**src/hw/rtl/tskf_pkg.sv**
```systemverilog
// Shared types and constants for the two-sensor scalar Kalman fusion block.
// No dependencies; imported by the interfaces and the top level.
package tskf_pkg;

   // Sample width (signed Q8.8 at 16 bits)
   localparam int SAMPLE_BITS = 16;

   // Error registers are unsigned Q4.12
   localparam int REG_BITS = 16;
   localparam logic [REG_BITS-1:0] INIT_ERR_RESET = 16'd3236;
   localparam logic [REG_BITS-1:0] MEAS_ERR_RESET = 16'd3768;

   // Gain is Q0.16 but needs a 17th bit to hold exactly 1.0
   localparam int FRAC_BITS = 16;
   localparam int GAIN_BITS = FRAC_BITS + 1;
   localparam int DEN_BITS  = REG_BITS + 1;
   localparam int REM_BITS  = DEN_BITS + 1;
   localparam int DIV_STEPS = GAIN_BITS;
   localparam int CNT_BITS  = $clog2(DIV_STEPS);

   // Shared multiplier: operand A is the sample difference or (1 - K),
   // operand B is K or P, both signed
   localparam int DIFF_BITS  = SAMPLE_BITS + 1;
   localparam int MUL_A_BITS = (DIFF_BITS > GAIN_BITS + 1) ? DIFF_BITS : GAIN_BITS + 1;
   localparam int MUL_B_BITS = GAIN_BITS + 1;
   localparam int PROD_BITS  = MUL_A_BITS + MUL_B_BITS;

   // Configuration port
   localparam int CSR_INDEX_BITS = 2;
   localparam logic [CSR_INDEX_BITS-1:0] CSR_INITIAL_ERROR     = 2'd0;
   localparam logic [CSR_INDEX_BITS-1:0] CSR_MEASUREMENT_ERROR = 2'd1;

   typedef enum logic [2:0] {
      ST_IDLE,
      ST_DIV,
      ST_MUL_FUSE,
      ST_MUL_ERR,
      ST_UPDATE,
      ST_OUT
   } state_type;

endpackage

```
**src/hw/rtl/tskf_intf.sv**
```systemverilog
// Valid/ready channel interfaces for the fusion block: request and response.
// Depends on tskf_pkg.
interface tskf_req_if
   import tskf_pkg::*;
();
   logic                          valid;
   logic                          ready;
   logic signed [SAMPLE_BITS-1:0] sample_a;
   logic signed [SAMPLE_BITS-1:0] sample_b;
   logic                          first_of_run;

   modport source (output valid, sample_a, sample_b, first_of_run, input ready);
   modport sink   (input valid, sample_a, sample_b, first_of_run, output ready);
endinterface

interface tskf_rsp_if
   import tskf_pkg::*;
();
   logic                          valid;
   logic                          ready;
   logic signed [SAMPLE_BITS-1:0] fused;

   modport source (output valid, fused, input ready);
   modport sink   (input valid, fused, output ready);
endinterface

```
**src/hw/rtl/two_sensor_scalar_kalman_fusion_top.sv**
```systemverilog
// Top level of the two-sensor scalar Kalman fusion block.
// Depends on tskf_pkg and the channel interfaces in tskf_intf.sv.

// Each request carries readings A and B (B is the prior) and a first_of_run
// flag that reloads the estimate error P from initial_error. The gain
// K = P/(P+R) comes from a restoring divider that produces one quotient bit
// per cycle; one shared 18-bit signed multiplier then forms (A-B)*K and
// (1-K)*P in turn, and a final update state commits the new P. The block
// accepts no new request until the response is taken and is ready again in
// the cycle after that. Write the csr registers only while the block is idle.
module two_sensor_scalar_kalman_fusion_top
   import tskf_pkg::*;
(
   input  logic                      clock,
   input  logic                      reset,
   tskf_req_if.sink                  req,
   tskf_rsp_if.source                rsp,
   input  logic                      csr_wr_en,
   input  logic [CSR_INDEX_BITS-1:0] csr_index,
   input  logic [REG_BITS-1:0]       csr_wdata
);

   state_type state_ff, state_in;

   logic [REG_BITS-1:0]  init_err_ff,  init_err_in;
   logic [REG_BITS-1:0]  meas_err_ff,  meas_err_in;
   logic [REG_BITS-1:0]  p_ff,         p_in;
   logic signed [SAMPLE_BITS-1:0] a_ff, a_in;
   logic signed [SAMPLE_BITS-1:0] b_ff, b_in;
   logic [DEN_BITS-1:0]  den_ff,       den_in;
   logic [REM_BITS-1:0]  rem_ff,       rem_in;
   logic [GAIN_BITS-1:0] quo_ff,       quo_in;
   logic [CNT_BITS-1:0]  cnt_ff,       cnt_in;
   logic signed [PROD_BITS-1:0]   prod_ff, prod_in;
   logic signed [SAMPLE_BITS-1:0] fused_ff, fused_in;

   // control from the sequencer
   logic req_take;
   logic div_step;
   logic mul_fuse;
   logic mul_err;
   logic do_update;
   logic rsp_done;

   // datapath intermediates
   logic [REG_BITS-1:0]   p_start;
   logic [REM_BITS-1:0]   den_ext;
   logic                  rem_ge;
   logic [REM_BITS-1:0]   rem_sel;
   logic [GAIN_BITS-1:0]  gain;
   logic [GAIN_BITS-1:0]  one_minus_gain;
   logic signed [DIFF_BITS-1:0]  diff;
   logic signed [MUL_A_BITS-1:0] mul_a;
   logic signed [MUL_B_BITS-1:0] mul_b;
   logic signed [PROD_BITS-1:0]  mul_p;
   logic signed [PROD_BITS-1:0]  prod_rnd;
   logic signed [PROD_BITS-1:0]  prod_shr;

   // ---------------- sequencer: next state ----------------
   always_comb begin
      state_in = state_ff;
      unique case (state_ff)
         ST_IDLE: begin
            if (req.valid) state_in = ST_DIV;
         end
         ST_DIV: begin
            if (cnt_ff == '0) state_in = ST_MUL_FUSE;
         end
         ST_MUL_FUSE: state_in = ST_MUL_ERR;
         ST_MUL_ERR:  state_in = ST_UPDATE;
         ST_UPDATE:   state_in = ST_OUT;
         ST_OUT: begin
            if (rsp.ready) state_in = ST_IDLE;
         end
         default:     state_in = ST_IDLE;
      endcase
   end

   // ---------------- sequencer: outputs ----------------
   always_comb begin
      req.ready = 1'b0;
      rsp.valid = 1'b0;
      div_step  = 1'b0;
      mul_fuse  = 1'b0;
      mul_err   = 1'b0;
      do_update = 1'b0;
      unique case (state_ff)
         ST_IDLE:     req.ready = 1'b1;
         ST_DIV:      div_step  = 1'b1;
         ST_MUL_FUSE: mul_fuse  = 1'b1;
         ST_MUL_ERR:  mul_err   = 1'b1;
         ST_UPDATE:   do_update = 1'b1;
         ST_OUT:      rsp.valid = 1'b1;
         default: begin
         end
      endcase
   end

   assign req_take  = req.valid && req.ready;
   assign rsp_done  = rsp.valid && rsp.ready;
   assign rsp.fused = fused_ff;

   // ---------------- datapath ----------------
   assign p_start = req.first_of_run ? init_err_ff : p_ff;

   // restoring divider, one quotient bit per cycle
   assign den_ext = {1'b0, den_ff};
   assign rem_ge  = (rem_ff >= den_ext);
   assign rem_sel = rem_ge ? (rem_ff - den_ext) : rem_ff;

   // zero denominator gives zero gain
   assign gain           = (den_ff == '0) ? '0 : quo_ff;
   assign one_minus_gain = GAIN_BITS'(1 << FRAC_BITS) - gain;
   assign diff           = DIFF_BITS'(a_ff) - DIFF_BITS'(b_ff);

   // shared multiplier operand select
   always_comb begin
      if (mul_err) begin
         mul_a = MUL_A_BITS'({1'b0, one_minus_gain});
         mul_b = MUL_B_BITS'({1'b0, p_ff});
      end else begin
         mul_a = MUL_A_BITS'(diff);
         mul_b = MUL_B_BITS'({1'b0, gain});
      end
   end

   assign mul_p    = PROD_BITS'(mul_a) * PROD_BITS'(mul_b);
   // round to nearest, ties up, then drop the gain fraction
   assign prod_rnd = prod_ff + PROD_BITS'(1 << (FRAC_BITS - 1));
   assign prod_shr = prod_rnd >>> FRAC_BITS;

   always_comb begin
      init_err_in = init_err_ff;
      meas_err_in = meas_err_ff;
      p_in        = p_ff;
      a_in        = a_ff;
      b_in        = b_ff;
      den_in      = den_ff;
      rem_in      = rem_ff;
      quo_in      = quo_ff;
      cnt_in      = cnt_ff;
      prod_in     = prod_ff;
      fused_in    = fused_ff;

      if (csr_wr_en) begin
         unique case (csr_index)
            CSR_INITIAL_ERROR:     init_err_in = csr_wdata;
            CSR_MEASUREMENT_ERROR: meas_err_in = csr_wdata;
            default: begin
            end
         endcase
      end

      if (req_take) begin
         a_in   = req.sample_a;
         b_in   = req.sample_b;
         p_in   = p_start;
         den_in = DEN_BITS'(p_start) + DEN_BITS'(meas_err_ff);
         rem_in = REM_BITS'(p_start);
         quo_in = '0;
         cnt_in = CNT_BITS'(DIV_STEPS - 1);
      end

      if (div_step) begin
         quo_in = {quo_ff[GAIN_BITS-2:0], rem_ge};
         rem_in = {rem_sel[REM_BITS-2:0], 1'b0};
         cnt_in = cnt_ff - 1'b1;
      end

      if (mul_fuse) begin
         prod_in = mul_p;
      end

      if (mul_err) begin
         fused_in = b_ff + prod_shr[SAMPLE_BITS-1:0];
         prod_in  = mul_p;
      end

      if (do_update) begin
         p_in = prod_shr[REG_BITS-1:0];
      end
   end

   always_ff @(posedge clock) begin
      if (reset) begin
         state_ff    <= ST_IDLE;
         init_err_ff <= INIT_ERR_RESET;
         meas_err_ff <= MEAS_ERR_RESET;
         p_ff        <= INIT_ERR_RESET;
      end else begin
         state_ff    <= state_in;
         init_err_ff <= init_err_in;
         meas_err_ff <= meas_err_in;
         p_ff        <= p_in;
      end
   end

   always_ff @(posedge clock) begin
      a_ff     <= a_in;
      b_ff     <= b_in;
      den_ff   <= den_in;
      rem_ff   <= rem_in;
      quo_ff   <= quo_in;
      cnt_ff   <= cnt_in;
      prod_ff  <= prod_in;
      fused_ff <= rsp_done ? fused_ff : fused_in;
   end

endmodule
```
**src/flat_wrapper.sv**
```systemverilog
// flat-port wrapper written by rule: the top's interface ports become plain ports
module two_sensor_scalar_kalman_fusion_top_flat import tskf_pkg::*;
  (clock, reset, csr_wr_en, csr_index, csr_wdata, req_valid, req_sample_a, req_sample_b, req_first_of_run, req_ready, rsp_valid, rsp_fused, rsp_ready);
  tskf_req_if req_i ();
  tskf_rsp_if rsp_i ();
  input  logic clock;
  input  logic reset;
  input  logic csr_wr_en;
  input  logic [CSR_INDEX_BITS-1:0] csr_index;
  input  logic [REG_BITS-1:0] csr_wdata;
  input wire logic [$bits(req_i.valid)-1:0] req_valid;
  input wire logic [$bits(req_i.sample_a)-1:0] req_sample_a;
  input wire logic [$bits(req_i.sample_b)-1:0] req_sample_b;
  input wire logic [$bits(req_i.first_of_run)-1:0] req_first_of_run;
  output wire logic [$bits(req_i.ready)-1:0] req_ready;
  output wire logic [$bits(rsp_i.valid)-1:0] rsp_valid;
  output wire logic [$bits(rsp_i.fused)-1:0] rsp_fused;
  input wire logic [$bits(rsp_i.ready)-1:0] rsp_ready;
  assign req_i.valid = req_valid;
  assign req_i.sample_a = req_sample_a;
  assign req_i.sample_b = req_sample_b;
  assign req_i.first_of_run = req_first_of_run;
  assign req_ready = req_i.ready;
  assign rsp_valid = rsp_i.valid;
  assign rsp_fused = rsp_i.fused;
  assign rsp_i.ready = rsp_ready;
  two_sensor_scalar_kalman_fusion_top u_core (.clock(clock), .reset(reset), .req(req_i), .rsp(rsp_i), .csr_wr_en(csr_wr_en), .csr_index(csr_index), .csr_wdata(csr_wdata));
endmodule
```
**config.mk**
```make
export PLATFORM = sky130hd
export DESIGN_NAME = two_sensor_scalar_kalman_fusion_top_flat
export DESIGN_NICKNAME = d
export VERILOG_FILES = /design/src/hw/rtl/tskf_pkg.sv /design/src/hw/rtl/tskf_intf.sv /design/src/hw/rtl/two_sensor_scalar_kalman_fusion_top.sv /design/src/flat_wrapper.sv
export SDC_FILE = /design/constraint.sdc
export NUM_CORES = 1
export LEC_CHECK = 0
export BUFFER_PORTS_ARGS = -buffer_cell sky130_fd_sc_hd__clkbuf_2
export CAP_MARGIN = 20
export CORE_MARGIN = 5
export CORE_UTILIZATION = 45
export CTS_BUF_LIST = sky130_fd_sc_hd__clkbuf_4 sky130_fd_sc_hd__clkbuf_8 sky130_fd_sc_hd__clkbuf_16
export CTS_CLUSTER_SIZE = 14
export DETAILED_ROUTE_END_ITERATION = 8
export PLACE_DENSITY_LB_ADDON = 0.15
export SYNTH_ARGS = -nofsm -noshare
export SYNTH_HDL_FRONTEND = slang
export SYNTH_SLANG_ARGS = --single-unit
export TNS_END_PERCENT = 20
```
**constraint.sdc**
```tcl
create_clock -name clock -period 9.7 [get_ports clock]
set_input_delay 1.94 -clock clock [delete_from_list [all_inputs] [get_ports clock]]
set_output_delay 1.94 -clock clock [all_outputs]
set_load 0.05 [all_outputs]
```
# After elaboration in Yosys (flattened, before gate mapping)
# Index checks and enable logic that the tools add are counted.
[totals]
reg_bits = 188
input_bits = 56
out_inout_bits = 18
elab_cells = 70
[op_classes]
n_reduce_logical = 13
addsub = 7
n_eq_ne = 9
bitwise_logic = 1
mul = 1
mux = 25
n_lt_le_gt_ge = 1
[op_table]
columns = ["operator", "n"]
rows = [
  ["$mux W17", 5],
  ["$mux W32", 2],
  ["$mux W18", 3],
  ["$mux W16", 3],
  ["$add A32 B17 Y32 const B", 1],
  ["$mul A18 B18 Y32", 1],
  ["$ge A18 B17 Y1", 1],
  ["$pmux W3 S6", 1],
  ["$add A16 B16 Y17", 1],
  ["$logic_not A17 Y1", 1],
  ["$sub A16 B16 Y17", 1],
  ["$sub A17 B17 Y17", 1],
  ["$sub A17 B17 Y17 const A", 1],
  ["$add A16 B16 Y16", 1],
  ["$mux W5", 2],
  ["$mux W3", 3],
  ["$eq A3 B2 Y1 const B", 2],
  ["$eq A3 B3 Y1 const B", 2],
  ["$mux W1", 6],
  ["$reduce_and A2 Y1", 3],
  ["$reduce_bool A2 Y1", 3],
  ["$logic_not A5 Y1", 1],
  ["$sub A5 B1 Y5 const B", 1],
  ["$ne A2 B2 Y1 const B", 2],
  ["other kinds (8)", 9],
]

# Longest topological paths before layout
# Gate-level depths: netlist of the first run.
[depth]
depth_word = 7
ltp_mapped = 37
depth_no_buf = 34

# Least setup slack after synthesis of the first run
# Ideal clock, no wire load.
[synth_timing]
path_type = "reg2reg"
start = "register u_core.den_ff[6]"
end = "register u_core.prod_ff[31] (data pin)"
arrival_time_ns = 8.110
path_buffers = 6
synth_period_minus_slack_ns = 8.370
path_slack_ns = 1.330
path_stages_with_launch = 34
setup_ns = 0.260
required_ns = 9.440
path_cell_list = "edfxtp_1 nor4_1 nand4_1 or4_1 buf_2 buf_2 clkbuf_1 nand2_1 ha_1 clkbuf_1 buf_1 o21ai_0 a31oi_1 clkbuf_1 nor2_1 fa_1 inv_1 fa_1 fa_1 inv_1 fa_1 fa_1 fa_1 ha_1 a21o_1 a21o_1 a21o_1 a21oi_1 o21ai_0 a21oi_1 o21ai_0 a31oi_1 xnor2_1 xnor2_1"
[synth_between]
elab_chain_cells = 7
elab_cells_between_ends = 8
cone_classes = "add/sub (1); mul (1); mux (5); reduce/logical (1)"
[synth_rtl]
columns = ["item", "line_no", "source"]
rows = [
  ["start: declaration", "two_sensor_scalar_kalman_fusion_top.sv:30", "logic [DEN_BITS-1:0] den_ff, den_in;"],
  ["start signal: assignment", "two_sensor_scalar_kalman_fusion_top.sv:201", "den_ff <= den_in;"],
  ["$logic_not A17 Y1 (*)", "two_sensor_scalar_kalman_fusion_top.sv:112", "assign gain = (den_ff == '0) ? '0 : quo_ff;"],
  ["$mux W17 (*)", "two_sensor_scalar_kalman_fusion_top.sv:112", ""],
  ["$sub A17 B17 Y17", "two_sensor_scalar_kalman_fusion_top.sv:113", "assign one_minus_gain = GAIN_BITS'(1 << FRAC_BITS) - gain;"],
  ["$mux W18", "two_sensor_scalar_kalman_fusion_top.sv:118", "if (mul_err) begin"],
  ["$mul A18 B18 Y32 (*)", "two_sensor_scalar_kalman_fusion_top.sv:127", "assign mul_p = PROD_BITS'(mul_a) * PROD_BITS'(mul_b);"],
  ["via u_core.mul_p[31]", "two_sensor_scalar_kalman_fusion_top.sv:55", "logic signed [PROD_BITS-1:0] mul_p;"],
  ["$mux W32", "two_sensor_scalar_kalman_fusion_top.sv:170", "if (mul_fuse) begin"],
  ["$mux W32 (*)", "two_sensor_scalar_kalman_fusion_top.sv:174", "if (mul_err) begin"],
  ["end signal: assignment", "two_sensor_scalar_kalman_fusion_top.sv:205", "prod_ff <= prod_in;"],
  ["end: declaration", "two_sensor_scalar_kalman_fusion_top.sv:34", "logic signed [PROD_BITS-1:0] prod_ff, prod_in;"],
]
# Mark *: on every way through the listed nets, which the timed path passes. The rest lies on a longest branch. The select of a mux whose other input is x is not followed.
# A chain may end at the register's enable or synchronous reset.

# Worst setup path in the final report of the first run
[layout_timing]
start = "register u_core.b_ff[1]"
end = "register u_core.prod_ff[31] (data pin)"
[layout_between]
elab_chain_cells = 5
[layout_rtl]
columns = ["item", "line_no", "source"]
rows = [
  ["start: declaration", "two_sensor_scalar_kalman_fusion_top.sv:29", "logic signed [SAMPLE_BITS-1:0] b_ff, b_in;"],
  ["start signal: assignment", "two_sensor_scalar_kalman_fusion_top.sv:200", "b_ff <= b_in;"],
  ["$sub A16 B16 Y17 (*)", "two_sensor_scalar_kalman_fusion_top.sv:114", "assign diff = DIFF_BITS'(a_ff) - DIFF_BITS'(b_ff);"],
  ["$mux W18 (*)", "two_sensor_scalar_kalman_fusion_top.sv:118", ""],
  ["$mul A18 B18 Y32 (*)", "two_sensor_scalar_kalman_fusion_top.sv:127", ""],
  ["via u_core.mul_p[31]", "two_sensor_scalar_kalman_fusion_top.sv:55", ""],
  ["$mux W32", "two_sensor_scalar_kalman_fusion_top.sv:170", ""],
  ["$mux W32 (*)", "two_sensor_scalar_kalman_fusion_top.sv:174", ""],
]
# Marks and branches as above.

==> flow_summary.ini, run 1 <==
[outcome]
outcome = finished, final reports clean

[yosys]
ys_types = 65
synth_area_leaders = fa_1, edfxtp_1, ha_1, inv_1, dfxtp_1
yosysMostFrequentCell = inv_1
ys_ff_latch = 173
yosys.area.top_type = fa_1
synthArstFlopShare_pct = 0
synthCells = 2196
synthTopCellsByCount = inv_1, fa_1, nor2_1
ys.flop_type = edfxtp_1
ys_seq_area_share_pct = 23.1
synth_area_sq_um = 20200
syn_avg_cell_area_sq_um = 9.22
synth_edf_count = 121
synth_top_cell_area_share_pct = 28.1
yosysWarnings = 0
syn-num-nets = 2681

[floorplan]
die-area_sq_um = 49300
die_w_um = 222
initial_utilization_pct = 45.7
num_rows = 77
core_sq_um = 44300
ios = 74
die_height_um = 222

[hold_path]
hold_start = u_core.init_err_ff[8]
holdPathEnd = u_core.init_err_ff[8]
whs_path_depth = 2
worstHoldPathType = flip-flop to flip-flop

[detailed_routing]
vias = 15100
drtIter0Drc = 1217
routed_wl_mm = 55.1
antenna_left = 0
drt_first_pass_iters = 5
viasPerCell = 5.26
drc = 0
routedWlPerCell_um = 19.2

[final_layout]
n_antenna_cell = 0
multi_input_area_sq_um = 13800
fin_nets = 2756
fin_util_pct = 50.0
area_delta_synth_final_pct = 9.43
fin_area_sq_um = 22100
n_fill_cell = 4208
seq_area_sq_um = 4670
drive_gt1_share_pct = 9.54

[clock_network]
cts_hold_buf = 0
numCtsBuffers = 17
htreeDepth = 4
cts_buffer_depth = 2
root_buffer = clkbuf_16
cts_tree = yes
clk_latency_ns = 0.44
path_clk_slew_ns = 0.07
numClockSinks = 173

[sta]
worstMarginPinSlew_ns = 1.04
finClkSkew_ns = 0.0110
hold_viol = 0
fin_ws_ns = 0.528
fmax_mhz = 109
setup_tns_ns = 0
fin_crit_ns = 9.17
fin_crit_sh_pct = 94.6
setup_viol = 0
drv_slew = 0
slew_headroom_pct = 30.4
rsz0062_at_grt = false

[worst_setup_path]
startpoint_type = flip-flop
critPathMaxStageDelay_ns = 0.71
crit_buf_inv = 5
crit_family = adder cells
path_max_fanout = 9
cpMaxStageDelayCell = a31oi_2
r2r-start = u_core.b_ff[1]
crit_arrival_ns = 9.36
reg2reg_depth = 32
critical_path.most_common_cell = fa_1
critPathCaptureType = flip-flop
timing.rr.end = u_core.prod_ff[31]
reg2reg_slack_ns = 0.53
required_ns = 9.88
crit_type = flip-flop to flip-flop

[job]
cap_viol_max_count = 0

[global_routing]
overflow = 0
grt_max_degree = 70
antenna_found_initial = 0
grt_pass1_vias = 15900
track_usage_pct = 22.9
grt_pass1_wl_mm = 88.9

[place]
gp_congestion = 0.924
pre_cts_ws_ns = 0.397
dp_hpwl_mm = 45.3
place_area_sq_um = 21500
io_buffers = 73
flip-flops by register name (all words and copies together), names as in the netlist:
signal              count
u_core.cnt_ff           5
u_core.den_ff          17
u_core.b_ff            16
u_core.rem_ff          18
u_core.state_ff         3
u_core.a_ff            16
u_core.prod_ff         17
u_core.meas_err_ff     16
u_core.p_ff            16
u_core.rsp.fused       16
u_core.quo_ff          17
u_core.init_err_ff     16
stage by stage:
stage          instances  hold WS [ns]
2_1_floorplan       2196         0.432
3_3_place_gp        2841         0.439
3_5_place_dp        2841         0.457
4_1_cts             2873         0.465
5_1_grt             2876         0.485
6_report            2876         0.464
worst max-delay path by stage:
stage | from | end | slack, ns | cells past startpoint
after global routing | u_core.b_ff[1] | u_core.prod_ff[31] | 0.02 | 32
after CTS | u_core.b_ff[0] | u_core.prod_ff[31] | 0.36 | 29
after global placement | u_core.b_ff[0] | u_core.prod_ff[31] | 0.53 | 29
after floorplan | u_core.den_ff[6] | u_core.prod_ff[31] | 1.33 | 33
final | u_core.b_ff[1] | u_core.prod_ff[31] | 0.53 | 32
after detailed placement | u_core.b_ff[0] | u_core.prod_ff[31] | 0.40 | 29
repair_timing:
item / 4_1_cts / 5_1_grt
setup buffers: 0 / 0
setup endpoints to repair: 0 / 3
resized for setup: 0 / 2
logic make-up (layout without fill, tap and decap cells):
group,count (synthesis),in the layout,share of synthesized area (%)
flip-flops,173,173,23.1
buffers and inverters,481,569,9.08
adder cells (fa/ha/maj),429,429,37.1
XOR/XNOR,105,105,4.54
AO/OA/AOI/OAI,277,277,8.71
AND/OR/NAND/NOR,696,696,15.7
multiplexers,35,35,1.84
final cells by class:
type,instances,area share [%]
Clock buffer,27,2.68
Multi-Input combinational cell,1542,62.2
Timing Repair Buffer,127,3.59
Clock inverter,5,0.169
Sequential cell,173,21.1
Tap cell,592,3.34
Inverter,410,6.95
tightest hold or removal path, stage by stage (launching register included):
cell,delay [ns]
dfxtp_1,0.31
nand2_1,0.05
a21oi_1,0.05
per-layer routing:
layer / wire length, um / part of all wire (%) / vias up / global-route usage [%]
met5: 0 / 0 / - / 0
met4: 1810 / 3.3 / 0 / 7.22
met3: 2450 / 4.4 / 87 / 2.77
met2: 27000 / 49 / 394 / 38.8
met1: 23800 / 43 / 7537 / 30.7
li1: - / - / 7119 / -
placed cells by master (no fill, tap or decap), types with 52 or more instances in the layout:
master      n
ha_1      145
a21oi_1    84
inv_1     408
xnor2_1    73
fa_1      284
nor2_1    261
nand2_1   213
o21ai_0    53
dfxtp_1    52
clkbuf_2   73
edfxtp_1  121
Power of run 1 is left out: the tool's default activity adds up to more than one toggle a clock period on the data nets, which glitch-free logic cannot reach.
==> run 2, diff against run 1 <==
Settings changed: PLACE_DENSITY_LB_ADDON 0.15 to unset.
==> run 2 against run 1 <==
Design area shrank 0.44%. Wire length grew 0.72%. Setup slack gained 0.077 ns. First-iteration DRC count grew 6.7%. Clock skew shrank 0.0030 ns. Sequential cell count is the same. Non-clock buffer count shrank 3. Register-to-register slack gained 0.08 ns.
==> flow_summary.ini, run 2 (same netlist as run 1, synthesis figures left out) <==
[outcome]
outcome = finished, final reports clean

[sta]
fin_crit_sh_pct = 93.8
hold_ws_ns = 0.461
fmax_mhz = 110
slew_headroom_pct = 21.7
fin_crit_ns = 9.10
setup_tns_ns = 0
hold_viol = 0
worstMarginPinSlew_ns = 1.17
finClkSkew_ns = 0.00798
drv_slew = 0
setup_viol = 0
rsz0062_at_grt = false

[final_layout]
layout_common_cells = inv_1, fa_1, nor2_1
multi_input_area_sq_um = 13800
largest_reg_flops = 18
area_delta_synth_final_pct = 8.95
n_antenna_cell = 0
seq_area_sq_um = 4670
n_fill_cell = 4251
fin_nets = 2753
final_common_cell = inv_1
drive_gt1_share_pct = 9.34
top_register = u_core.rem_ff

[worst_setup_path]
startpoint_type = flip-flop
crit_arrival_ns = 9.28
cpMaxStageDelayCell = or4_1
required_ns = 9.89
crit_type = flip-flop to flip-flop
critPathMaxStageDelay_ns = 0.61
critPathCaptureType = flip-flop
critical_path.most_common_cell = fa_1
path_max_fanout = 11

[place]
io_buffers = 73
dp_hpwl_mm = 45.3
gp_congestion = 0.902

[floorplan]
core_sq_um = 44300
ios = 74
die_w_um = 222
die_height_um = 222
die-area_sq_um = 49300
num_rows = 77
initial_utilization_pct = 45.7

[clock_network]
cts_hold_buf = 0
clk_latency_ns = 0.44
root_buffer = clkbuf_16
cts_tree = yes
numClockSinks = 173
cts_buffer_depth = 2
htreeDepth = 4
post_cts_buffers = 0
path_clk_slew_ns = 0.07
numCtsBuffers = 17

[detailed_routing]
drtIter0Drc = 1299
routed_wl_mm = 55.5
drc = 0
routedWlPerCell_um = 19.3
viasPerCell = 5.37
drt_first_pass_iters = 5
vias = 15400
antenna_left = 0

[global_routing]
grt_pass1_wl_mm = 88.7
grt_max_degree = 70
grt_pass1_vias = 16100
track_usage_pct = 22.7
antenna_found_initial = 0
overflow = 0

[hold_path]
worstHoldPathType = flip-flop to flip-flop

[job]
cap_viol_max_count = 0
-- run 2: cell count changes in the layout (fill, tap and decap cells not counted), moves of 2 or more --
cell / before / now
clkinv_1: 0 / 2
bufinv_16: 0 / 2
clkinv_2: 1 / 3
clkinvlp_4: 0 / 2
clkbuf_4: 5 / 1
clkbuf_16: 22 / 17
-- run 2: repair_timing --
item / in CTS / in global routing
endpoints found under the hold margin: 0 / 0
gates resized for setup: 0 / 2
endpoints found under the setup margin: 0 / 2
-- run 2: cell type report --
class | instances | area share [%]
clock buffer | 18 | 1.96
clock inverter | 14 | 0.653
inverter | 410 | 6.98
multi-input combinational | 1542 | 62.4
sequential | 173 | 21.2
tap | 592 | 3.36
timing repair buffer | 124 | 3.41
-- run 2: path summary, 6_finish.rpt --
check	start	endpoint	slack, ns	depth (start not counted)
min reg2reg	u_core.init_err_ff[13]	u_core.init_err_ff[13]	0.46	2
max reg2reg	u_core.den_ff[16]	u_core.prod_ff[31]	0.60	29
min	u_core.init_err_ff[13]	u_core.init_err_ff[13]	0.46	2
max	u_core.den_ff[16]	u_core.prod_ff[31]	0.60	29
-- run 2: layer usage --
layer,vias up,track usage [%],routed length [um]
met5,-,0,0
li1,7142,-,-
met4,0,4.91,1120
met3,67,2.45,2500
met2,402,39.4,27800
met1,7830,31.0,24000
-- run 2: per-stage QoR --
step | util, % | std cells | instance area, sq um | worst slack (ns)
after detailed placement | 48.4 | 2840 | 21500 | 0.340
final | 49.8 | 2873 | 22100 | 0.605
after CTS | 49.7 | 2872 | 22000 | 0.285
after floorplan | - | 2196 | 20200 | 1.33
after global routing | 49.8 | 2873 | 22100 | 0.146
after global placement | 48.4 | 2840 | 21500 | 0.468
-- run 2: worst max-delay path: cells and delay by family (launching register included) --
kind	cells	cell delay, ns
adders and majority gates	8	3.90
buffers and inverters	5	0.46
and+or+nand+nor	7	1.76
muxes	1	0.17
AOI/OAI and AO/OA	6	1.85
xor gates and xnor gates	2	0.31
DFF	1	0.38
Power of run 2 is left out for the same reason.
==> run 3, diff against run 2 <==
Settings changed: GPL_ROUTABILITY_DRIVEN set to 1, SKIP_LAST_GASP set to 1.
Clock period 9.7 ns to 7.6 ns, I/O delays scaled along.
==> run 3 against run 2 <==
Clock skew increased by 0.0011 ns. Design area up 12%. Critical path type unchanged. Sequential cell count unchanged. First-iteration DRC count is 15% lower. Critical path depth increased by 4. The flow now finishes with violations (setup timing). Cell count is 9.0% higher. Utilization up 5.9 points. Global-route usage rose by 1.1 points. Non-clock buffer count is 259 higher. Register-to-register slack got worse by 0.99 ns.
==> flow_summary.ini, run 3 (same netlist as run 1, synthesis figures left out) <==
[worst_setup_path]
crit_type = flip-flop to flip-flop
path_max_fanout = 8
reg2reg_slack_ns = -0.39
critPathMaxStageDelay_ns = 0.54
cpMaxStageDelayCell = fa_1
required_ns = 7.80
crit_buf_inv = 8
startpoint_type = flip-flop
crit_arrival_ns = 8.19
crit_family = adder cells
critPathCaptureType = flip-flop
critical_path.most_common_cell = fa_1

[sta]
hold_viol = 0
fin_ws_ns = -0.388
fin_crit_ns = 7.99
fmax_mhz = 125
fin_crit_sh_pct = 105
finClkSkew_ns = 0.00903
slew_headroom_pct = 33.5
drv_slew = 0
setup_viol = 14
worstMarginPinSlew_ns = 0.993
rsz0062_at_grt = true

[final_layout]
drive_gt1_share_pct = 21.5
largest_reg_flops = 18
fin_nets = 3012
seq_area_sq_um = 4670
area_delta_synth_final_pct = 21.8
final_common_cell = inv_1
layout_common_cells = inv_1, buf_4, fa_1
n_antenna_cell = 0
top_register = u_core.rem_ff
fin_area_sq_um = 24600
multi_input_area_sq_um = 14200
n_fill_cell = 4031

[detailed_routing]
viasPerCell = 5.22
drc = 0
drt_first_pass_iters = 5
routedWlPerCell_um = 18.3
routed_wl_mm = 57.2
drtIter0Drc = 1108
vias = 16300
antenna_left = 0

[outcome]
outcome = complete, but fails checks
failed_checks = setup timing

[floorplan]
die_w_um = 222
die_height_um = 222
num_rows = 77
die-area_sq_um = 49300
core_sq_um = 44300
initial_utilization_pct = 45.7
ios = 74

[place]
gp_congestion = 0.934
io_buffers = 73
place_area_sq_um = 23400
dp_hpwl_mm = 47.0

[hold_path]
worstHoldPathType = flip-flop to flip-flop

[global_routing]
grt_max_degree = 70
track_usage_pct = 23.8
antenna_found_initial = 0
grt_pass1_wl_mm = 93.7
grt_pass1_vias = 17500
overflow = 0

[clock_network]
numCtsBuffers = 17
cts_tree = yes
clk_latency_ns = 0.45
numClockSinks = 173
htreeDepth = 4
root_buffer = clkbuf_16
path_clk_slew_ns = 0.07
cts_buffer_depth = 2
cts_hold_buf = 0

[job]
cap_viol_max_count = 0
run 3: cell count changes in the layout (fill, tap and decap cells not counted), moves of 7 or more:
cell and change:
buf_4 +236, nor2_2 +9, a21oi_1 -7, buf_6 +9, buf_12 +14, ha_1 -8
o21ai_0 -9, o21ai_2 +8, nor2_1 -12
run 3: through the flow:
step / utilization, % / TNS, ns / hold WS (ns) / instances / setup slack (ns)
2_1_floorplan: - / -0.0570 / 0.432 / 2196 / -0.0472
3_3_place_gp: 52.9 / -7.53 / 0.441 / 3063 / -0.761
3_5_place_dp: 52.9 / -9.48 / 0.447 / 3064 / -0.952
4_1_cts: 55.5 / -1.82 / 0.456 / 3128 / -0.286
5_1_grt: 55.6 / -8.15 / 0.479 / 3132 / -0.691
6_report: 55.6 / -3.06 / 0.456 / 3132 / -0.388
run 3: worst paths after layout:
check | startpoint | depth (start not counted) | endpoint
setup / recovery | u_core.den_ff[12] | 33 | u_core.prod_ff[26]
hold / removal | u_core.init_err_ff[3] | 2 | u_core.init_err_ff[3]
setup reg to reg | u_core.den_ff[12] | 33 | u_core.prod_ff[26]
hold reg to reg | u_core.init_err_ff[3] | 2 | u_core.init_err_ff[3]
run 3: layout make-up:
cell class,instances,share of cell area (%)
tap,592,3.01
multi-input combinational,1542,57.6
inverter,410,6.24
sequential,173,19.0
clock buffer,20,1.94
clock inverter,12,0.437
timing repair buffer,383,11.8
run 3: per-layer routing:
metal | track usage [%] | wire [um] | up-vias
met2 | 41.2 | 28600 | 417
li1 | - | - | 7638
met3 | 2.74 | 2670 | 78
met5 | 0 | 0 | -
met1 | 32.1 | 24600 | 8205
met4 | 5.87 | 1310 | 0
run 3: worst min-delay path, stage by stage, from the launching register on:
cell     delay (ns)
dfxtp_1        0.31
nand2_1        0.05
a21oi_1        0.05
run 3: timing repair:
action	CTS	global route
setup endpoints to repair	17	17
setup buffers	34	3
resized for setup	73	2
cloned	0	0
pin swaps	69	6
Power of run 3 is left out for the same reason.
